`config.mk`:
```
export PLATFORM = sky130hd
export DESIGN_NAME = xor_checked_frame_receiver_unit_flat
export DESIGN_NICKNAME = d
export VERILOG_FILES = /design/src/xcfr_pkg.sv /design/src/xcfr_if.sv /design/src/xor_checked_frame_receiver_unit.sv /design/src/xcfr_parser.sv /design/src/xcfr_rsp_fifo.sv /design/src/flat_wrapper.sv
export SDC_FILE = /design/constraint.sdc
export NUM_CORES = 1
export LEC_CHECK = 0
export BUFFER_PORTS_ARGS = -buffer_cell sky130_fd_sc_hd__clkbuf_2
export CORE_MARGIN = 2
export CORE_UTILIZATION = 60
export CTS_BUF_LIST = sky130_fd_sc_hd__clkbuf_4 sky130_fd_sc_hd__clkbuf_8
export CTS_CLUSTER_DIAMETER = 40
export DETAILED_ROUTE_END_ITERATION = 8
export PLACE_DENSITY_LB_ADDON = 0.25
export SYNTH_ARGS = -nofsm -noshare
export SYNTH_HDL_FRONTEND = slang
export SYNTH_SLANG_ARGS = --single-unit
```
`constraint.sdc`:
```
create_clock -name clock -period 5.7 [get_ports clock]
set_input_delay 0.285 -clock clock [delete_from_list [all_inputs] [get_ports clock]]
set_output_delay 0.285 -clock clock [all_outputs]
set_load 0.01 [all_outputs]
```
`src/xcfr_pkg.sv`:
```
package xcfr_pkg;

   // Frame layout
   localparam logic [7:0] START_BYTE_RESET = 8'hB7;
   localparam int unsigned HEADER_LEN = 6;
   localparam logic [8:0] CHECK_POS = 9'd5;
   localparam logic [8:0] RESV_POS = 9'd2;
   localparam logic [8:0] COUNT_POS = 9'd4;
   localparam int unsigned RESV_BIT = 7;

   // Closing status codes
   localparam logic [2:0] ST_BUSY = 3'd0;
   localparam logic [2:0] ST_OK = 3'd1;
   localparam logic [2:0] ST_HDR_BAD = 3'd2;
   localparam logic [2:0] ST_RESV = 3'd3;
   localparam logic [2:0] ST_PAY_BAD = 3'd4;

   // Result queue depth (must be at least 4)
   localparam int unsigned RSP_DEPTH = 8;

   typedef struct packed {
      logic [7:0] out_byte;
      logic [8:0] byte_index;
      logic       frame_last;
      logic [2:0] end_status;
   } result_type;

   // Up to two results written into the queue per cycle
   typedef struct packed {
      logic [1:0] count;
      result_type first;
      result_type second;
   } push_type;

endpackage

```
`src/xcfr_if.sv`:
```
interface xcfr_req_if;
   logic       valid;
   logic       ready;
   logic [7:0] in_byte;

   modport source (output valid, output in_byte, input ready);
   modport sink (input valid, input in_byte, output ready);
endinterface

interface xcfr_rsp_if;
   logic       valid;
   logic       ready;
   logic [7:0] out_byte;
   logic [8:0] byte_index;
   logic       frame_last;
   logic [2:0] end_status;

   modport source (output valid, output out_byte, output byte_index,
                   output frame_last, output end_status, input ready);
   modport sink (input valid, input out_byte, input byte_index,
                 input frame_last, input end_status, output ready);
endinterface

```
`src/xor_checked_frame_receiver_unit.sv`:
```
// Start-byte frame receiver with XOR-checked header and payload.
// req_ch carries one received byte per transaction (valid/ready). rsp_ch
// returns one transaction per stored frame byte with its index; the byte
// that closes or aborts a frame has frame_last set and a status: accepted,
// header check bad, reserved bit set, or payload check bad. A bad header
// check byte that equals the start byte yields a second transaction that
// opens a new frame. Non-start bytes seen while hunting yield nothing.
// csr_we/csr_wdata write the start byte; write it only while idle.
// A taken byte is held in the parser's input register and parsed from there;
// its results are written into the queue and offered on rsp_ch from the
// queue's storage registers.
// Throughput: one byte per cycle; the parser stage is a single registered
// pass and results collect in a RSP_DEPTH-entry queue. req_ch.ready drops
// when the queue could not hold the results of the staged byte and a new
// one, so a stalled receiver backs up into req_ch with nothing lost.
// Reset (synchronous, active high) empties the queue, returns the parser to
// hunting and sets the start byte to 0xB7.
module xor_checked_frame_receiver_unit #(
   parameter int unsigned RSP_DEPTH = xcfr_pkg::RSP_DEPTH
) (
   input  logic       clock,
   input  logic       reset,
   xcfr_req_if.sink   req_ch,
   xcfr_rsp_if.source rsp_ch,
   input  logic       csr_we,
   input  logic [7:0] csr_wdata
);

   localparam int unsigned CNT_W = $clog2(RSP_DEPTH + 1);

   logic [7:0]           start_byte_ff, start_byte_in;
   logic                 stage_valid;
   logic                 in_take;
   logic [CNT_W-1:0]     level;
   logic [CNT_W:0]       room_need;
   xcfr_pkg::push_type   push;
   xcfr_pkg::result_type head;

   // Start byte register
   assign start_byte_in = csr_we ? csr_wdata : start_byte_ff;
   always_ff @(posedge clock) begin
      if (reset) begin
         start_byte_ff <= xcfr_pkg::START_BYTE_RESET;
      end else begin
         start_byte_ff <= start_byte_in;
      end
   end

   // Take a byte only if the queue can absorb two results for it and
   // two for the byte already staged
   assign room_need = {1'b0, level} + (stage_valid ? (CNT_W + 1)'(2) : '0);
   assign req_ch.ready = (room_need <= (CNT_W + 1)'(RSP_DEPTH - 2));
   assign in_take = req_ch.valid & req_ch.ready;

   xcfr_parser u_parser (
      .clock       (clock),
      .reset       (reset),
      .in_take     (in_take),
      .in_byte     (req_ch.in_byte),
      .start_byte  (start_byte_ff),
      .stage_valid (stage_valid),
      .push        (push)
   );

   xcfr_rsp_fifo #(
      .DEPTH (RSP_DEPTH)
   ) u_rsp_fifo (
      .clock     (clock),
      .reset     (reset),
      .push      (push),
      .pop_ready (rsp_ch.ready),
      .pop_valid (rsp_ch.valid),
      .pop_data  (head),
      .level     (level)
   );

   assign rsp_ch.out_byte = head.out_byte;
   assign rsp_ch.byte_index = head.byte_index;
   assign rsp_ch.frame_last = head.frame_last;
   assign rsp_ch.end_status = head.end_status;

endmodule

```
`src/xcfr_parser.sv`:
```
module xcfr_parser (
   input  logic               clock,
   input  logic               reset,
   input  logic               in_take,
   input  logic [7:0]         in_byte,
   input  logic [7:0]         start_byte,
   output logic               stage_valid,
   output xcfr_pkg::push_type push
);

   logic       stage_valid_ff;
   logic [7:0] stage_byte_ff;

   logic [8:0] pos_ff, pos_in;
   logic [8:0] flen_ff, flen_in;
   logic [7:0] hxor_ff, hxor_in;
   logic [7:0] pxor_ff, pxor_in;
   logic [7:0] pcount_ff, pcount_in;
   logic       resv_ff, resv_in;

   logic [7:0] b;
   logic [8:0] pos_inc;

   assign b = stage_byte_ff;
   assign pos_inc = pos_ff + 9'd1;
   assign stage_valid = stage_valid_ff;

   // Input register: every accepted byte is parsed in the next cycle
   always_ff @(posedge clock) begin
      if (reset) begin
         stage_valid_ff <= 1'b0;
      end else begin
         stage_valid_ff <= in_take;
      end
      stage_byte_ff <= in_byte;
   end

   // Frame parse of the staged byte
   always_comb begin
      pos_in = pos_ff;
      flen_in = flen_ff;
      hxor_in = hxor_ff;
      pxor_in = pxor_ff;
      pcount_in = pcount_ff;
      resv_in = resv_ff;
      push.count = 2'd0;
      push.first = '{out_byte: b, byte_index: pos_ff, frame_last: 1'b0,
                     end_status: xcfr_pkg::ST_BUSY};
      push.second = '{out_byte: b, byte_index: 9'd0, frame_last: 1'b0,
                      end_status: xcfr_pkg::ST_BUSY};
      if (stage_valid_ff) begin
         if (pos_ff == 9'd0) begin
            // hunting for the start byte
            if (b == start_byte) begin
               flen_in = 9'd0;
               hxor_in = 8'd0;
               pxor_in = 8'd0;
               pcount_in = 8'd0;
               resv_in = 1'b0;
               pos_in = 9'd1;
               push.count = 2'd1;
            end
         end else if (pos_ff < xcfr_pkg::CHECK_POS) begin
            // header bytes one to four
            hxor_in = hxor_ff ^ b;
            if (pos_ff == xcfr_pkg::RESV_POS) begin
               resv_in = b[xcfr_pkg::RESV_BIT];
            end
            if (pos_ff == xcfr_pkg::COUNT_POS) begin
               pcount_in = b;
            end
            pos_in = pos_inc;
            push.count = 2'd1;
         end else if (pos_ff == xcfr_pkg::CHECK_POS) begin
            // header check byte
            push.count = 2'd1;
            if (b != hxor_ff) begin
               push.first.frame_last = 1'b1;
               push.first.end_status = xcfr_pkg::ST_HDR_BAD;
               pos_in = 9'd0;
               flen_in = 9'd0;
               hxor_in = 8'd0;
               pxor_in = 8'd0;
               pcount_in = 8'd0;
               resv_in = 1'b0;
               if (b == start_byte) begin
                  pos_in = 9'd1;
                  push.count = 2'd2;
               end
            end else if (pcount_ff == 8'd0) begin
               push.first.frame_last = 1'b1;
               push.first.end_status = resv_ff ? xcfr_pkg::ST_RESV : xcfr_pkg::ST_OK;
               pos_in = 9'd0;
               flen_in = 9'd0;
               hxor_in = 8'd0;
               pxor_in = 8'd0;
               pcount_in = 8'd0;
               resv_in = 1'b0;
            end else begin
               flen_in = 9'(xcfr_pkg::HEADER_LEN + 1) + {1'b0, pcount_ff};
               pos_in = pos_inc;
            end
         end else begin
            // payload and trailing check byte
            push.count = 2'd1;
            if (pos_inc >= flen_ff) begin
               push.first.frame_last = 1'b1;
               if (resv_ff) begin
                  push.first.end_status = xcfr_pkg::ST_RESV;
               end else if (b == pxor_ff) begin
                  push.first.end_status = xcfr_pkg::ST_OK;
               end else begin
                  push.first.end_status = xcfr_pkg::ST_PAY_BAD;
               end
               pos_in = 9'd0;
               flen_in = 9'd0;
               hxor_in = 8'd0;
               pxor_in = 8'd0;
               pcount_in = 8'd0;
               resv_in = 1'b0;
            end else begin
               pxor_in = pxor_ff ^ b;
               pos_in = pos_inc;
            end
         end
      end
   end

   // Frame state
   always_ff @(posedge clock) begin
      if (reset) begin
         pos_ff <= 9'd0;
         flen_ff <= 9'd0;
         hxor_ff <= 8'd0;
         pxor_ff <= 8'd0;
         pcount_ff <= 8'd0;
         resv_ff <= 1'b0;
      end else begin
         pos_ff <= pos_in;
         flen_ff <= flen_in;
         hxor_ff <= hxor_in;
         pxor_ff <= pxor_in;
         pcount_ff <= pcount_in;
         resv_ff <= resv_in;
      end
   end

endmodule

```
`src/xcfr_rsp_fifo.sv`:
```
module xcfr_rsp_fifo #(
   parameter int unsigned DEPTH = xcfr_pkg::RSP_DEPTH
) (
   input  logic                                clock,
   input  logic                                reset,
   input  xcfr_pkg::push_type                  push,
   input  logic                                pop_ready,
   output logic                                pop_valid,
   output xcfr_pkg::result_type                pop_data,
   output logic [$clog2(DEPTH + 1) - 1:0]      level
);

   localparam int unsigned PTR_W = $clog2(DEPTH);
   localparam int unsigned CNT_W = $clog2(DEPTH + 1);

   xcfr_pkg::result_type mem_ff [DEPTH];
   logic [PTR_W-1:0] wr_ptr_ff, wr_ptr_in;
   logic [PTR_W-1:0] rd_ptr_ff, rd_ptr_in;
   logic [PTR_W-1:0] wr_ptr_next;
   logic [CNT_W-1:0] count_ff, count_in;
   logic             pop;

   function automatic logic [PTR_W-1:0] ptr_step(input logic [PTR_W-1:0] p);
      ptr_step = (p == PTR_W'(DEPTH - 1)) ? '0 : p + PTR_W'(1);
   endfunction

   assign pop_valid = (count_ff != '0);
   assign pop_data = mem_ff[rd_ptr_ff];
   assign pop = pop_valid & pop_ready;
   assign level = count_ff;
   assign wr_ptr_next = ptr_step(wr_ptr_ff);

   // Pointer and fill level update
   always_comb begin
      wr_ptr_in = wr_ptr_ff;
      if (push.count == 2'd1) begin
         wr_ptr_in = wr_ptr_next;
      end else if (push.count == 2'd2) begin
         wr_ptr_in = ptr_step(wr_ptr_next);
      end
      rd_ptr_in = pop ? ptr_step(rd_ptr_ff) : rd_ptr_ff;
      count_in = count_ff + CNT_W'(push.count) - CNT_W'(pop);
   end

   always_ff @(posedge clock) begin
      if (reset) begin
         wr_ptr_ff <= '0;
         rd_ptr_ff <= '0;
         count_ff <= '0;
      end else begin
         wr_ptr_ff <= wr_ptr_in;
         rd_ptr_ff <= rd_ptr_in;
         count_ff <= count_in;
      end
   end

   // Result storage
   always_ff @(posedge clock) begin
      if (push.count != 2'd0) begin
         mem_ff[wr_ptr_ff] <= push.first;
      end
      if (push.count == 2'd2) begin
         mem_ff[wr_ptr_next] <= push.second;
      end
   end

endmodule
```
`src/flat_wrapper.sv`:
```
// flat-port wrapper written by rule: the top's interface ports become plain ports
module xor_checked_frame_receiver_unit_flat 
#(
   parameter int unsigned RSP_DEPTH = xcfr_pkg::RSP_DEPTH
)
  (clock, reset, csr_we, csr_wdata, req_ch_valid, req_ch_in_byte, req_ch_ready, rsp_ch_valid, rsp_ch_out_byte, rsp_ch_byte_index, rsp_ch_frame_last, rsp_ch_end_status, rsp_ch_ready);
  xcfr_req_if req_ch_i ();
  xcfr_rsp_if rsp_ch_i ();
  input  logic clock;
  input  logic reset;
  input  logic csr_we;
  input  logic [7:0] csr_wdata;
  input wire logic [$bits(req_ch_i.valid)-1:0] req_ch_valid;
  input wire logic [$bits(req_ch_i.in_byte)-1:0] req_ch_in_byte;
  output wire logic [$bits(req_ch_i.ready)-1:0] req_ch_ready;
  output wire logic [$bits(rsp_ch_i.valid)-1:0] rsp_ch_valid;
  output wire logic [$bits(rsp_ch_i.out_byte)-1:0] rsp_ch_out_byte;
  output wire logic [$bits(rsp_ch_i.byte_index)-1:0] rsp_ch_byte_index;
  output wire logic [$bits(rsp_ch_i.frame_last)-1:0] rsp_ch_frame_last;
  output wire logic [$bits(rsp_ch_i.end_status)-1:0] rsp_ch_end_status;
  input wire logic [$bits(rsp_ch_i.ready)-1:0] rsp_ch_ready;
  assign req_ch_i.valid = req_ch_valid;
  assign req_ch_i.in_byte = req_ch_in_byte;
  assign req_ch_ready = req_ch_i.ready;
  assign rsp_ch_valid = rsp_ch_i.valid;
  assign rsp_ch_out_byte = rsp_ch_i.out_byte;
  assign rsp_ch_byte_index = rsp_ch_i.byte_index;
  assign rsp_ch_frame_last = rsp_ch_i.frame_last;
  assign rsp_ch_end_status = rsp_ch_i.end_status;
  assign rsp_ch_i.ready = rsp_ch_ready;
  xor_checked_frame_receiver_unit #(.RSP_DEPTH(RSP_DEPTH)) u_core (.clock(clock), .reset(reset), .req_ch(req_ch_i), .rsp_ch(rsp_ch_i), .csr_we(csr_we), .csr_wdata(csr_wdata));
endmodule
```
==> summary.txt, run 1 <==
LOGIC SYNTHESIS
--------------------------------------------------------------------------------
Share of synthesized registers carrying an async set or reset .....           0%
Number of synthesized register bits ...............................          241
Main synth FF type ................................................ sky130_fd_sc_hd__dfxtp_1
Sequential share of the synthesized area ..........................        48.3%
EDFF count, synth .................................................           64
Warnings, synthesis ...............................................            0
Synth Cell Area ...................................................  11,300 um^2
Net count after synthesis .........................................        1,153
Synth cell types ..................................................           65
Gate count of the mapped netlist ..................................        1,100
Avg Inst Size Synth ...............................................    10.3 um^2

ROUTE
--------------------------------------------------------------------------------
WL per Instance ...................................................      18.9 um
Post-route DRC violation count ....................................            0
DRT Pass-1 Iters ..................................................            5
Wire length after detailed routing ................................    26,700 um
Via count .........................................................        8,461
Number of DRC markers after the initial detailed-route iteration ..          777
Detailed-route vias per instance ..................................         6.00
Antenna-violating nets left .......................................            0

DIE
--------------------------------------------------------------------------------
Overall die area ..................................................  20,000 um^2
Placement Rows ....................................................           50
IO Count ..........................................................           44
Core area .........................................................  18,600 um^2
Initial core utilization ..........................................        60.9%
Die width .........................................................       141 um
Die outline height ................................................       141 um

GLOBAL ROUTING
--------------------------------------------------------------------------------
Global-route wire length before repair ............................    42,900 um
Total track usage .................................................        27.3%
Met1 routing resource usage after global routing ..................        39.4%
Met3 global-route usage ...........................................        5.64%
Via count of the first global-routing pass ........................        8,010
Met2 layer usage reported by global route .........................        42.4%
Gr busiest metal ..................................................         met2
Number of antenna violations at the first check in global routing .            0
Pin count of the biggest net entering global routing ..............           73
Residual overflow from global routing .............................            0

PLACE
--------------------------------------------------------------------------------
Placed cell count .................................................        1,323
Half-perimeter wire length after detailed placement ...............    17,800 um
Placer's final routability congestion estimate ....................        0.919
IO buf count ......................................................           43
Post-placement setup slack ........................................      1280 ps

CLOCK NETWORK
--------------------------------------------------------------------------------
Post-CTS Setup Repair Bufs ........................................            0
Hold buffer count at CTS ..........................................           17
Sinks on Clock Net ................................................          241
Clock buffer depth ................................................            3
Clock Tree Root ................................................... sky130_fd_sc_hd__clkbuf_8
Number of H-tree levels ...........................................            2
Clock latency on the worst-skew pair ..............................       540 ps
TritonCTS Buffers .................................................           40
Clock tree from TritonCTS .........................................         done
Clock slew at reported path FFs ...................................        60 ps
Cts repair resizes ................................................            0

STA
--------------------------------------------------------------------------------
Post-route clock period utilization ...............................        79.4%
Setup TNS .........................................................         0 ps
Highest clock frequency the design can meet .......................      221 MHz
Final min period ..................................................      4520 ps
Worst setup margin ................................................      1180 ps
Rel. slew slack ...................................................        19.6%
Number of failing setup endpoints in the final timing report ......            0
RSZ-0062 raised after global routing ..............................           no
Final count of pins violating max slew ............................            0
Clock Skews .......................................................      15.6 ps
Transition time at the pin with the least slew margin .............      1200 ps
Count of endpoints failing hold in the final timing report ........            0

FINAL LAYOUT
--------------------------------------------------------------------------------
Util after Layout .................................................        68.4%
N_diodes ..........................................................            0
Nets@finish .......................................................        1,201
Final standard cell count with taps included and fillers excluded .        1,411
Synthesis-to-finish area growth ...................................        12.3%
Proportion of layout cells with a drive suffix above 1 ............        18.9%

POWER AND IR DROP
--------------------------------------------------------------------------------
Post-layout total power ...........................................      3.87 mW
Clock network power share .........................................        41.6%
Switching pwr .....................................................       944 uW
Switching share of total power ....................................        24.4%
Cell-internal power ...............................................      2.93 mW
Leakage power figure ..............................................      4.88 nW
Power density over the cells ......................................  305 nW/um^2
Power share of the sequential group ...............................        47.8%
Maximum vdd drop ..................................................     0.210 mV
Combinational fraction of design power ............................        10.7%

MIN PATH
--------------------------------------------------------------------------------
Worst Hold Path Cells .............................................            4
Kind of path behind the tightest hold check ....................... input pin to flip-flop
Worst hold start .................................................. rsp_ch_ready

WORST SETUP PATH
--------------------------------------------------------------------------------
Endpoint of the worst register-to-register path ................... u_core.u_rsp_fifo.mem_ff[6][14]
Cell depth of the worst flop-to-flop path .........................            8
Critical path peak fanout .........................................           18
Reg2Reg Setup Slack ...............................................      1180 ps
Startpoint kind of the worst setup timing path ....................    flip-flop
Start of the worst register-to-register path ...................... u_core.u_parser.pos_ff[2]
Data required time at the worst endpoint ..........................      6090 ps
Sort of element at the end of the critical path ...................    flip-flop
Class of the most critical setup path ............................. flip-flop to flip-flop
Arrival time at the worst endpoint ................................      4910 ps

RUN
--------------------------------------------------------------------------------
Max Cap Viol ......................................................            0

RUN STATUS
--------------------------------------------------------------------------------
Outcome ........................................................... finished clean

worst max-delay path by stage:
stage	startpoint	endpoint	slack (ps)	cells after the start
after floorplan	u_core.u_parser.pos_ff[3]	u_core.u_rsp_fifo.mem_ff[3][13]	2050	12
after global placement	u_core.u_parser.pos_ff[3]	u_core.u_rsp_fifo.mem_ff[0][14]	1340	9
after detailed placement	u_core.u_parser.pos_ff[3]	u_core.u_rsp_fifo.mem_ff[0][17]	1280	9
after CTS	u_core.u_parser.pos_ff[3]	u_core.u_rsp_fifo.mem_ff[6][14]	1250	9
after global routing	u_core.u_parser.pos_ff[2]	u_core.u_rsp_fifo.mem_ff[6][14]	830	8
final	u_core.u_parser.pos_ff[2]	u_core.u_rsp_fifo.mem_ff[6][14]	1180	8
logic make-up after synthesis:
kind of cell	after synthesis	synth area share [%]
buffers and inverters	117	4.11
AND/OR/NAND/NOR	372	15.7
multiplexers	76	11.6
AO/OA/AOI/OAI	224	13.7
adder cells (fa/ha/maj)	32	3.61
XOR/XNOR	38	2.94
flip-flops	241	48.3
flip-flops by register name, indices dropped and copies added, names as in the netlist, named ones only:
| name | count |
|---|---|
| u_core.u_rsp_fifo.mem_ff | 168 |
| u_core.u_parser.resv_ff | 1 |
| u_core.u_parser.pcount_ff | 8 |
| u_core.u_rsp_fifo.rd_ptr_ff | 3 |
| u_core.u_rsp_fifo.wr_ptr_ff | 3 |
| u_core.u_parser.pos_ff | 9 |
| u_core.u_parser.hxor_ff | 8 |
| u_core.start_byte_ff | 8 |
| u_core.u_parser.stage_valid | 1 |
| u_core.u_rsp_fifo.level | 4 |
| u_core.u_parser.b | 8 |
| u_core.u_parser.flen_ff | 9 |
| u_core.u_parser.pxor_ff | 8 |
power by group through the flow:
stage	clock, mW	sequential, mW	combinational [mW]
after floorplan	0	1.85	0.339
after CTS	1.63	1.85	0.419
after global routing	1.71	1.86	0.456
after global placement	0	1.88	0.403
final	1.61	1.85	0.412
after detailed placement	0	1.89	0.406
per-layer routing:
metal  vias to the layer above  wire length (um)
met5                         -                 0
li1                       4034                 -
met3                        37              1910
met2                       304             12500
met1                      4086             11900
met4                         0               403
cells in the final DEF (no fill, tap or decap), types with 12 or more instances in the layout:
master	count
sky130_fd_sc_hd__clkbuf_2	43
sky130_fd_sc_hd__dfxtp_1	175
sky130_fd_sc_hd__nand3_1	12
sky130_fd_sc_hd__edfxtp_1	64
sky130_fd_sc_hd__nor2b_1	13
sky130_fd_sc_hd__ha_1	31
sky130_fd_sc_hd__a21oi_1	89
sky130_fd_sc_hd__mux2i_1	12
sky130_fd_sc_hd__mux2_2	22
sky130_fd_sc_hd__o21ai_1	13
sky130_fd_sc_hd__nor2_1	93
sky130_fd_sc_hd__nand2b_1	16
sky130_fd_sc_hd__a22o_1	36
sky130_fd_sc_hd__mux4_2	42
sky130_fd_sc_hd__xor2_1	24
sky130_fd_sc_hd__buf_4	17
sky130_fd_sc_hd__xnor2_1	14
sky130_fd_sc_hd__inv_1	46
sky130_fd_sc_hd__o21ai_0	20
sky130_fd_sc_hd__nand2_1	147
sky130_fd_sc_hd__dlygate4sd3_1	17
sky130_fd_sc_hd__clkbuf_8	48
sky130_fd_sc_hd__and2_1	28
worst max-delay path, stage by stage, from the launching register on:
cell                      delay, ps
sky130_fd_sc_hd__dfxtp_1        810
sky130_fd_sc_hd__o21ai_1        230
sky130_fd_sc_hd__a31oi_1        800
sky130_fd_sc_hd__nand3_1        440
sky130_fd_sc_hd__ha_1           430
sky130_fd_sc_hd__nor2b_1        260
sky130_fd_sc_hd__nand2_1        410
sky130_fd_sc_hd__o21ai_1        730
sky130_fd_sc_hd__and2_1         250
synth_stat cells (3+ instances only):
master                     count  area share (%)
sky130_fd_sc_hd__nor4_1        3            0.17
sky130_fd_sc_hd__a21oi_1      90             4.0
sky130_fd_sc_hd__mux2_2       22             2.2
sky130_fd_sc_hd__and3_1        3            0.17
sky130_fd_sc_hd__o32ai_1       8            0.62
sky130_fd_sc_hd__o21ai_0      20            0.88
sky130_fd_sc_hd__buf_2         3            0.13
sky130_fd_sc_hd__and2_1       28             1.5
sky130_fd_sc_hd__nand2b_1     16            0.88
sky130_fd_sc_hd__mux2i_1      12             1.1
sky130_fd_sc_hd__o21ai_1      13            0.58
sky130_fd_sc_hd__ha_1         31             3.4
sky130_fd_sc_hd__nand3_1      12            0.53
sky130_fd_sc_hd__nor2b_1      13            0.72
sky130_fd_sc_hd__nand2_1     147             4.9
sky130_fd_sc_hd__a211oi_1      6            0.40
sky130_fd_sc_hd__or3_1         8            0.44
sky130_fd_sc_hd__buf_1         7            0.23
sky130_fd_sc_hd__inv_1        46             1.5
sky130_fd_sc_hd__or4_1         9            0.60
sky130_fd_sc_hd__nand4_1       8            0.44
sky130_fd_sc_hd__nor4_2        4            0.44
sky130_fd_sc_hd__or2_2         4            0.22
sky130_fd_sc_hd__dfxtp_1     177              31
sky130_fd_sc_hd__nor2_1       93             3.1
sky130_fd_sc_hd__nor3_1       11            0.49
sky130_fd_sc_hd__a22o_1       36             2.8
sky130_fd_sc_hd__o211ai_1      5            0.33
sky130_fd_sc_hd__a211o_1       7            0.54
sky130_fd_sc_hd__xnor2_1      14             1.1
sky130_fd_sc_hd__xor2_1       24             1.9
sky130_fd_sc_hd__edfxtp_1     64              17
sky130_fd_sc_hd__mux4_2       42             8.4
sky130_fd_sc_hd__a211oi_2      8            0.88
sky130_fd_sc_hd__o21a_1        9            0.60
sky130_fd_sc_hd__clkbuf_1     57             1.9
sky130_fd_sc_hd__a32oi_1       4            0.31
per-stage QoR:
step                      hold WS [ps]  instance area, um^2
after CTS                          171                12700
final                              181                12700
after detailed placement           390                11700
after global placement             388                11700
after floorplan                    313                11300
after global routing               211                12700
final cells by class:
class                           instances  area [um^2]
Fill cell                            1416         5870
Sequential cell                       241         5470
Multi-Input combinational cell        742         5410
Clock buffer                           59          743
Timing Repair Buffer                   77          513
Tap cell                              234          293
Inverter                               46          173
Clock inverter                         12          113
Power figures use the tool's default switching activity.
==> run 2: changes to the inputs <==
Settings changed: ABC_AREA set to 1.
Clock period 5.7 ns to 4.2 ns, I/O delays scaled along.
==> summary.txt, run 2 <==
LOGIC SYNTHESIS
-------------------------------------------------------------------------------------
EDFF count, synth ......................................................           64   unchanged
Avg Inst Size Synth ....................................................    7.82 um^2   was 10.3 um^2
Most repeated cell in the gate-level netlist after synthesis ........... sky130_fd_sc_hd__nor2_1   was sky130_fd_sc_hd__dfxtp_1
Main area contributors after synthesis ................................. sky130_fd_sc_hd__dfxtp_1 (31%), sky130_fd_sc_hd__edfxtp_1 (17%), sky130_fd_sc_hd__nor2_1 (8.3%)   was sky130_fd_sc_hd__dfxtp_1 (31%), sky130_fd_sc_hd__edfxtp_1 (17%), sky130_fd_sc_hd__mux4_2 (8.4%)
Top post-synthesis cells by count ...................................... sky130_fd_sc_hd__nor2_1 (250), sky130_fd_sc_hd__nand2_1 (236), sky130_fd_sc_hd__dfxtp_1 (177), sky130_fd_sc_hd__o21ai_0 (154), sky130_fd_sc_hd__inv_1 (145)   was sky130_fd_sc_hd__dfxtp_1 (177), sky130_fd_sc_hd__nand2_1 (147), sky130_fd_sc_hd__nor2_1 (93), sky130_fd_sc_hd__a21oi_1 (90), sky130_fd_sc_hd__edfxtp_1 (64)
Dominant cell type by area after synthesis ............................. sky130_fd_sc_hd__dfxtp_1   unchanged
Net count after synthesis ..............................................        1,500   was 1,153
Share of synthesized registers carrying an async set or reset ..........           0%   unchanged
Share of the synthesized area in the top cell type .....................        31.3%   unchanged
Sequential share of the synthesized area ...............................        48.3%   unchanged
Synth Cell Area ........................................................  11,300 um^2   unchanged
Gate count of the mapped netlist .......................................        1,447   was 1,100
Number of synthesized register bits ....................................          241   unchanged
Main synth FF type ..................................................... sky130_fd_sc_hd__dfxtp_1   unchanged
Warnings, synthesis ....................................................            0   unchanged
Synth cell types .......................................................           38   was 65

STA
-------------------------------------------------------------------------------------
Final min period .......................................................      3700 ps   was 4520 ps
Transition time at the pin with the least slew margin ..................      1080 ps   was 1200 ps
Post-route clock period utilization ....................................        88.0%   was 79.4%
Final count of pins violating max slew .................................            0   unchanged
Clock Skews ............................................................      19.9 ps   was 15.6 ps
Count of endpoints failing hold in the final timing report .............            0   unchanged
Number of failing setup endpoints in the final timing report ...........            0   unchanged
Hold Slack .............................................................      44.0 ps   was 181 ps
Rel. slew slack ........................................................        28.1%   was 19.6%
Setup TNS ..............................................................         0 ps   unchanged
Highest clock frequency the design can meet ............................      270 MHz   was 221 MHz
RSZ-0062 raised after global routing ...................................           no   unchanged
Worst setup margin .....................................................       503 ps   was 1180 ps

POWER AND IR DROP
-------------------------------------------------------------------------------------
Combinational fraction of design power .................................        19.0%   was 10.7%
Switching pwr ..........................................................      1.74 mW   was 944 uW
Clock network power share ..............................................        39.5%   was 41.6%
Maximum vdd drop .......................................................     0.429 mV   was 0.210 mV
Post-layout total power ................................................      5.96 mW   was 3.87 mW
Power share of the sequential group ....................................        41.6%   was 47.8%
Power density over the cells ...........................................  468 nW/um^2   was 305 nW/um^2
Leakage power figure ...................................................      5.49 nW   was 4.88 nW
Switching share of total power .........................................        29.1%   was 24.4%
Cell-internal power ....................................................      4.23 mW   was 2.93 mW

WORST SETUP PATH
-------------------------------------------------------------------------------------
Startpoint kind of the worst setup timing path .........................    flip-flop   unchanged
Data required time at the worst endpoint ...............................      4650 ps   was 6090 ps
Start of the worst register-to-register path ........................... u_core.u_parser.pos_ff[2]   unchanged
Critical path peak fanout ..............................................           13   was 18
Reg2Reg Setup Slack ....................................................       500 ps   was 1180 ps
Cell depth of the worst flop-to-flop path ..............................           17   was 8
Class of the most critical setup path .................................. flip-flop to flip-flop   unchanged
Arrival time at the worst endpoint .....................................      4150 ps   was 4910 ps
Sort of element at the end of the critical path ........................    flip-flop   unchanged
Endpoint of the worst register-to-register path ........................ u_core.u_parser.flen_ff[7]   was u_core.u_rsp_fifo.mem_ff[6][14]

ROUTE
-------------------------------------------------------------------------------------
Post-route DRC violation count .........................................            0   unchanged
Via count ..............................................................        9,988   was 8,461
Detailed-route vias per instance .......................................         5.67   was 6.00
Wire length after detailed routing .....................................    29,200 um   was 26,700 um
Antenna-violating nets left ............................................            0   unchanged
Number of DRC markers after the initial detailed-route iteration .......          896   was 777
WL per Instance ........................................................      16.6 um   was 18.9 um
DRT Pass-1 Iters .......................................................            5   unchanged

FINAL LAYOUT
-------------------------------------------------------------------------------------
Commonest cells after routing, fill and taps aside ..................... sky130_fd_sc_hd__nor2_1 (250), sky130_fd_sc_hd__nand2_1 (235), sky130_fd_sc_hd__dfxtp_1 (176)   was sky130_fd_sc_hd__dfxtp_1 (175), sky130_fd_sc_hd__nand2_1 (147), sky130_fd_sc_hd__nor2_1 (93)
Final standard cell count with taps included and fillers excluded ......        1,762   was 1,411
Util after Layout ......................................................        68.7%   was 68.4%
Largest registers ranked by flip-flop count ............................ u_core.u_rsp_fifo.mem_ff: 168 flops, u_core.u_parser.flen_ff: 9 flops, u_core.u_parser.pos_ff: 9 flops   unchanged
Area of all placed cells without fillers ...............................  12,800 um^2   was 12,700 um^2
Most frequent standard cell in the layout excluding fill and tap cells . sky130_fd_sc_hd__nor2_1   was sky130_fd_sc_hd__dfxtp_1
Synthesis-to-finish area growth ........................................        12.8%   was 12.3%
Proportion of layout cells with a drive suffix above 1 .................        12.3%   was 18.9%
# fillers ..............................................................        1,536   was 1,416
Nets@finish ............................................................        1,550   was 1,201
N_diodes ...............................................................            0   unchanged
Register name with the most flops ...................................... u_core.u_rsp_fifo.mem_ff   unchanged
Max FFs per register ...................................................          168   unchanged

MIN PATH
-------------------------------------------------------------------------------------
Worst hold start .......................................................       csr_we   was rsp_ch_ready
Kind of path behind the tightest hold check ............................ input pin to flip-flop   unchanged
Worst-case hold path end point ......................................... u_core.start_byte_ff[5]
Worst Hold Path Cells ..................................................            2   was 4

CLOCK NETWORK
-------------------------------------------------------------------------------------
Sinks on Clock Net .....................................................          241   unchanged
Clock latency on the worst-skew pair ...................................       540 ps   about the same
TritonCTS Buffers ......................................................           41   was 40
Clock Tree Root ........................................................ sky130_fd_sc_hd__clkbuf_8   unchanged
Clock tree from TritonCTS ..............................................         done   unchanged
Clock slew at reported path FFs ........................................        70 ps   was 60 ps
Clock buffer depth .....................................................            3   unchanged
Number of H-tree levels ................................................            2   unchanged

DIE
-------------------------------------------------------------------------------------
Die width ..............................................................       141 um   unchanged
Core area ..............................................................  18,600 um^2   unchanged
Die outline height .....................................................       141 um   unchanged
Overall die area .......................................................  20,000 um^2   unchanged
IO Count ...............................................................           44   unchanged
Initial core utilization ...............................................        60.9%   unchanged
Placement Rows .........................................................           50   unchanged

GLOBAL ROUTING
-------------------------------------------------------------------------------------
Total track usage ......................................................        29.7%   was 27.3%
Via count of the first global-routing pass .............................        9,606   was 8,010
Residual overflow from global routing ..................................            0   unchanged
Pin count of the biggest net entering global routing ...................           84   was 73
Global-route wire length before repair .................................    47,800 um   was 42,900 um
Number of antenna violations at the first check in global routing ......            0   unchanged

RUN STATUS
-------------------------------------------------------------------------------------
Outcome ................................................................ finished clean   unchanged

PLACE
-------------------------------------------------------------------------------------
Post-placement setup slack .............................................       458 ps   was 1280 ps
Placer's final routability congestion estimate .........................        0.924   was 0.919
Placed cell count ......................................................        1,671   was 1,323
Half-perimeter wire length after detailed placement ....................    19,000 um   was 17,800 um
IO buf count ...........................................................           43   unchanged
Placed Instance Area ...................................................  11,600 um^2   was 11,700 um^2

RUN
-------------------------------------------------------------------------------------
Max Cap Viol ...........................................................            0   unchanged

==> run 2: cell count changes after synthesis, moves of 28 or more <==
cell                      before  now
sky130_fd_sc_hd__nand3_1      12   42
sky130_fd_sc_hd__nor2_1       93  250
sky130_fd_sc_hd__o21ai_0      20  154
sky130_fd_sc_hd__inv_1        46  145
sky130_fd_sc_hd__o22ai_1       0   50
sky130_fd_sc_hd__and2_1       28    0
sky130_fd_sc_hd__a22o_1       36    0
sky130_fd_sc_hd__mux4_2       42    0
sky130_fd_sc_hd__nand2_1     147  236
==> run 2: critical path, cell delays in order, from the launching register on <==
cell                      delay, ps
sky130_fd_sc_hd__dfxtp_1        510
sky130_fd_sc_hd__inv_1          280
sky130_fd_sc_hd__nor3_2         220
sky130_fd_sc_hd__nand3_1        170
sky130_fd_sc_hd__nor3_2         190
sky130_fd_sc_hd__xor2_1         270
sky130_fd_sc_hd__ha_1           280
sky130_fd_sc_hd__nand2_1         80
sky130_fd_sc_hd__inv_1           40
sky130_fd_sc_hd__a21oi_1        210
sky130_fd_sc_hd__nand4_1        230
sky130_fd_sc_hd__nor2_2         410
sky130_fd_sc_hd__inv_1          150
sky130_fd_sc_hd__nand2_4        170
sky130_fd_sc_hd__inv_1          130
sky130_fd_sc_hd__nand2_1         90
sky130_fd_sc_hd__nand2_1         50
sky130_fd_sc_hd__nor2_1         140
==> run 2: worst max path at each step <==
stage               slack (ps)  depth (start not counted)                         endpoint                      start
finish                     500                         17       u_core.u_parser.flen_ff[7]  u_core.u_parser.pos_ff[2]
floorplan                  830                         16   u_core.u_rsp_fifo.mem_ff[7][4]  u_core.u_parser.pos_ff[0]
detailed placement         460                         16  u_core.u_rsp_fifo.mem_ff[3][19]  u_core.u_parser.pos_ff[1]
global placement           580                         16  u_core.u_rsp_fifo.mem_ff[3][20]  u_core.u_parser.pos_ff[1]
global route               130                         18   u_core.u_rsp_fifo.mem_ff[0][4]  u_core.u_parser.pos_ff[1]
CTS                        430                         16  u_core.u_rsp_fifo.mem_ff[3][19]  u_core.u_parser.pos_ff[1]
==> run 2: cells by family after synthesis <==
family,after synthesis,share of synthesized area (%)
adder cells (fa/ha/maj),32,3.61
AND/OR/NAND/NOR,596,22.8
AO/OA/AOI/OAI,319,15.0
buffers and inverters,230,8.03
flip-flops,241,48.3
XOR/XNOR,29,2.25
==> run 2: layout make-up <==
class	count	area (um^2)	area share, %
inverters	159	601	4.71
well taps	234	293	2.30
clock buffers	67	816	6.39
flip-flops and latches	241	5470	42.9
multi-input cells	976	4940	38.7
clock inverters	7	119	0.932
repair buffers	78	520	4.08
==> run 2: power groups by stage <==
stage          combinational (mW)  sequential (mW)  clock [mW]
2_1_floorplan               0.748             2.51           0
3_3_place_gp                 1.10             2.52           0
3_5_place_dp                 1.11             2.53           0
4_1_cts                      1.13             2.48        2.37
5_1_grt                      1.27             2.49        2.48
6_report                     1.13             2.48        2.35
==> run 2: what timing repair did <==
| item | 4_1_cts | 5_1_grt |
|---|---|---|
| endpoints found under the setup margin | 0 | 10 |
| hold buffers | 17 | 0 |
| resized for setup | 0 | 2 |
| endpoints found under the hold margin | 17 | 0 |
| setup buffers | 0 | 0 |
==> run 2: per-layer routing <==
layer,GRT usage [%],wire length [um],share of wire (%)
met2,50.1,14000,48
met1,39.7,12500,43
met4,10.1,678,2.3
met5,0,0,0
met3,4.02,2030,7.0
==> run 3: changes to the inputs <==
Settings changed: ABC_AREA 1 to not set, CTS_CLUSTER_SIZE set to 20, PLACE_DENSITY_LB_ADDON 0.25 to 0.1.
==> summary.txt, run 3 (synthesis results as in run 1) <==
GLOBAL ROUTING
-------------------------------------------------------------------------------------
Met2 layer usage reported by global route ..............................        43.1%   was 50.1%
Total track usage ......................................................        27.4%   was 29.7%
Global-route wire length before repair .................................    43,300 um   was 47,800 um
Via count of the first global-routing pass .............................        8,036   was 9,606
Met1 routing resource usage after global routing .......................        39.9%   was 39.7%
Number of antenna violations at the first check in global routing ......            0   unchanged
Residual overflow from global routing ..................................            0   unchanged
Met3 global-route usage ................................................        4.29%   was 4.02%
Gr busiest metal .......................................................         met2   unchanged
Pin count of the biggest net entering global routing ...................           39   was 84

CLOCK NETWORK
-------------------------------------------------------------------------------------
TritonCTS Buffers ......................................................           31   was 41
Clock latency on the worst-skew pair ...................................       570 ps   was 540 ps
Clock Tree Root ........................................................ sky130_fd_sc_hd__clkbuf_8   unchanged
Number of H-tree levels ................................................            1   was 2
Post-CTS Setup Repair Bufs .............................................            0   unchanged
Clock buffer depth .....................................................            3   unchanged
Clock tree from TritonCTS ..............................................         done   unchanged
Cts repair resizes .....................................................            0   unchanged
Sinks on Clock Net .....................................................          241   unchanged
Clock slew at reported path FFs ........................................        70 ps   about the same

FINAL LAYOUT
-------------------------------------------------------------------------------------
Final standard cell count with taps included and fillers excluded ......        1,426   was 1,762
Nets@finish ............................................................        1,221   was 1,550
Commonest cells after routing, fill and taps aside ..................... sky130_fd_sc_hd__dfxtp_1 (175), sky130_fd_sc_hd__nand2_1 (147), sky130_fd_sc_hd__nor2_1 (93)   was sky130_fd_sc_hd__nor2_1 (250), sky130_fd_sc_hd__nand2_1 (235), sky130_fd_sc_hd__dfxtp_1 (176)
N_diodes ...............................................................            0   unchanged
# fillers ..............................................................        1,469   was 1,536
Most frequent standard cell in the layout excluding fill and tap cells . sky130_fd_sc_hd__dfxtp_1   was sky130_fd_sc_hd__nor2_1
Proportion of layout cells with a drive suffix above 1 .................        20.1%   was 12.3%
Max FFs per register ...................................................          168   unchanged
FF/Latch Area ..........................................................    5470 um^2   about the same
Largest registers ranked by flip-flop count ............................ u_core.u_rsp_fifo.mem_ff: 168 flops, u_core.u_parser.flen_ff: 9 flops, u_core.u_parser.pos_ff: 9 flops   unchanged
Synthesis-to-finish area growth ........................................        13.2%   was 12.8%
Area of combinational cells with multiple inputs .......................    5410 um^2   was 4940 um^2
Area of all placed cells without fillers ...............................  12,800 um^2   about the same
Register name with the most flops ...................................... u_core.u_rsp_fifo.mem_ff   unchanged

WORST SETUP PATH
-------------------------------------------------------------------------------------
Sort of element at the end of the critical path ........................    flip-flop   unchanged
Buffers & Inverters on Critical Path ...................................            2   was 4
Crit path cell chain ................................................... or4_4 -> or4_1 -> o21ai_4 -> a31o_1 -> ha_1 -> nand2b_1 -> nor2_1 -> buf_4 -> a21oi_2 -> buf_4 -> nor2_1   was inv_1 -> nor3_2 -> nand3_1 -> nor3_2 -> xor2_1 -> ha_1 -> nand2_1 -> inv_1 -> a21oi_1 -> nand4_1 -> nor2_2 -> inv_1 -> nand2_4 -> inv_1 -> nand2_1 -> nand2_1 -> nor2_1
Cell with the largest stage delay on the worst path .................... sky130_fd_sc_hd__or4_1   was sky130_fd_sc_hd__dfxtp_1
Startpoint of the worst setup timing path .............................. u_core.u_parser.pos_ff[3]   was u_core.u_parser.pos_ff[2]
Arrival time at the worst endpoint .....................................      4000 ps   was 4150 ps
Largest incremental delay on the critical path .........................       660 ps   was 510 ps
Startpoint kind of the worst setup timing path .........................    flip-flop   unchanged
Critical path peak fanout ..............................................           15   was 13
Data required time at the worst endpoint ...............................      4510 ps   was 4650 ps
Class of the most critical setup path .................................. flip-flop to flip-flop   unchanged
Start of the worst register-to-register path ........................... u_core.u_parser.pos_ff[3]   was u_core.u_parser.pos_ff[2]
Kind of cell adding the most delay to the critical path ................ simple AND/OR/NAND/NOR gates   unchanged

ROUTE
-------------------------------------------------------------------------------------
Detailed-route vias per instance .......................................         6.00   was 5.67
Antenna-violating nets left ............................................            0   unchanged
Wire length after detailed routing .....................................    27,200 um   was 29,200 um
DRT Pass-1 Iters .......................................................            6   was 5
WL per Instance ........................................................      19.1 um   was 16.6 um
Post-route DRC violation count .........................................            0   unchanged
Number of DRC markers after the initial detailed-route iteration .......          772   was 896
Via count ..............................................................        8,554   was 9,988

DIE
-------------------------------------------------------------------------------------
Initial core utilization ...............................................        60.9%   unchanged
Die outline height .....................................................       141 um   unchanged
Die width ..............................................................       141 um   unchanged
Placement Rows .........................................................           50   unchanged
IO Count ...............................................................           44   unchanged
Core area ..............................................................  18,600 um^2   unchanged
Overall die area .......................................................  20,000 um^2   unchanged

POWER AND IR DROP
-------------------------------------------------------------------------------------
Maximum vdd drop .......................................................     0.243 mV   was 0.429 mV
Power density over the cells ...........................................  397 nW/um^2   was 468 nW/um^2
Leakage power figure ...................................................      4.95 nW   was 5.49 nW

STA
-------------------------------------------------------------------------------------
RSZ-0062 raised after global routing ...................................           no   unchanged
Post-route clock period utilization ....................................        87.9%   was 88.0%
Worst setup margin .....................................................       506 ps   was 503 ps
Number of failing setup endpoints in the final timing report ...........            0   unchanged
Clock Skews ............................................................      16.9 ps   was 19.9 ps
Setup TNS ..............................................................         0 ps   unchanged
Highest clock frequency the design can meet ............................      271 MHz   was 270 MHz
Rel. slew slack ........................................................        30.5%   was 28.1%
Final min period .......................................................      3690 ps   was 3700 ps
Transition time at the pin with the least slew margin ..................      1040 ps   was 1080 ps
Count of endpoints failing hold in the final timing report .............            0   unchanged
Final count of pins violating max slew .................................            0   unchanged

PLACE
-------------------------------------------------------------------------------------
Placed Instance Area ...................................................  11,900 um^2   was 11,600 um^2
IO buf count ...........................................................           43   unchanged
Placed cell count ......................................................        1,352   was 1,671
Placer's final routability congestion estimate .........................        0.944   was 0.924
Post-placement setup slack .............................................       562 ps   was 458 ps
Half-perimeter wire length after detailed placement ....................    18,000 um   was 19,000 um

RUN
-------------------------------------------------------------------------------------
Max Cap Viol ...........................................................            0   unchanged

MIN PATH
-------------------------------------------------------------------------------------
Worst hold start ....................................................... rsp_ch_ready   was csr_we
Kind of path behind the tightest hold check ............................ input pin to flip-flop   unchanged

RUN STATUS
-------------------------------------------------------------------------------------
Outcome ................................................................ finished clean   unchanged

## run 3: worst reg2reg max path, stage by stage (launching register included)
cell and delay, ps:
sky130_fd_sc_hd__dfxtp_1 470, sky130_fd_sc_hd__or4_4 620, sky130_fd_sc_hd__or4_1 660, sky130_fd_sc_hd__o21ai_4 190
sky130_fd_sc_hd__a31o_1 220, sky130_fd_sc_hd__ha_1 360, sky130_fd_sc_hd__nand2b_1 240, sky130_fd_sc_hd__nor2_1 70
sky130_fd_sc_hd__buf_4 180, sky130_fd_sc_hd__a21oi_2 190, sky130_fd_sc_hd__buf_4 200, sky130_fd_sc_hd__nor2_1 60
## run 3: layer usage
metal	routed length, um	up-vias
met3	2040	40
met1	12200	4132
li1	-	4065
met5	0	-
met4	486	0
met2	12500	317
## run 3: path summary, 6_finish.rpt
kind / to / slack [ps] / depth (start not counted)
max: u_core.u_rsp_fifo.mem_ff[3][14] / 510 / 11
min: u_core.u_rsp_fifo.rd_ptr_ff[2] / 70 / 4
max reg2reg: u_core.u_rsp_fifo.mem_ff[3][14] / 510 / 11
min reg2reg: u_core.u_rsp_fifo.mem_ff[6][10] / 450 / 2
## run 3: what timing repair did
item,in CTS,in global routing
setup endpoints to repair,0,0
hold buffers,17,0
endpoints found under the hold margin,17,0
## run 3: final cells by class
class / instances / share of cell area [%]
inverters: 46 / 1.35
multi-input cells: 742 / 42.2
clock buffers: 36 / 3.77
flip-flops and latches: 241 / 42.7
repair buffers: 106 / 5.70
clock inverters: 21 / 2.01
well taps: 234 / 2.29
## run 3: report_power, final
part	switching, mW	total, mW	internal, mW
Combinational	0.279	0.571	0.292
Clock	0.944	2.00	1.05
Sequential	0.0858	2.51	2.43
Total	1.31	5.08	3.77
## run 3: per-stage QoR
step	hold slack, ps	util [%]	power [mW]
after floorplan	238	-	2.97
after global placement	313	64.1	3.12
after detailed placement	315	64.1	3.13
after CTS	55.8	69.0	5.12
after global routing	111	69.0	5.27
final	68.5	69.0	5.08
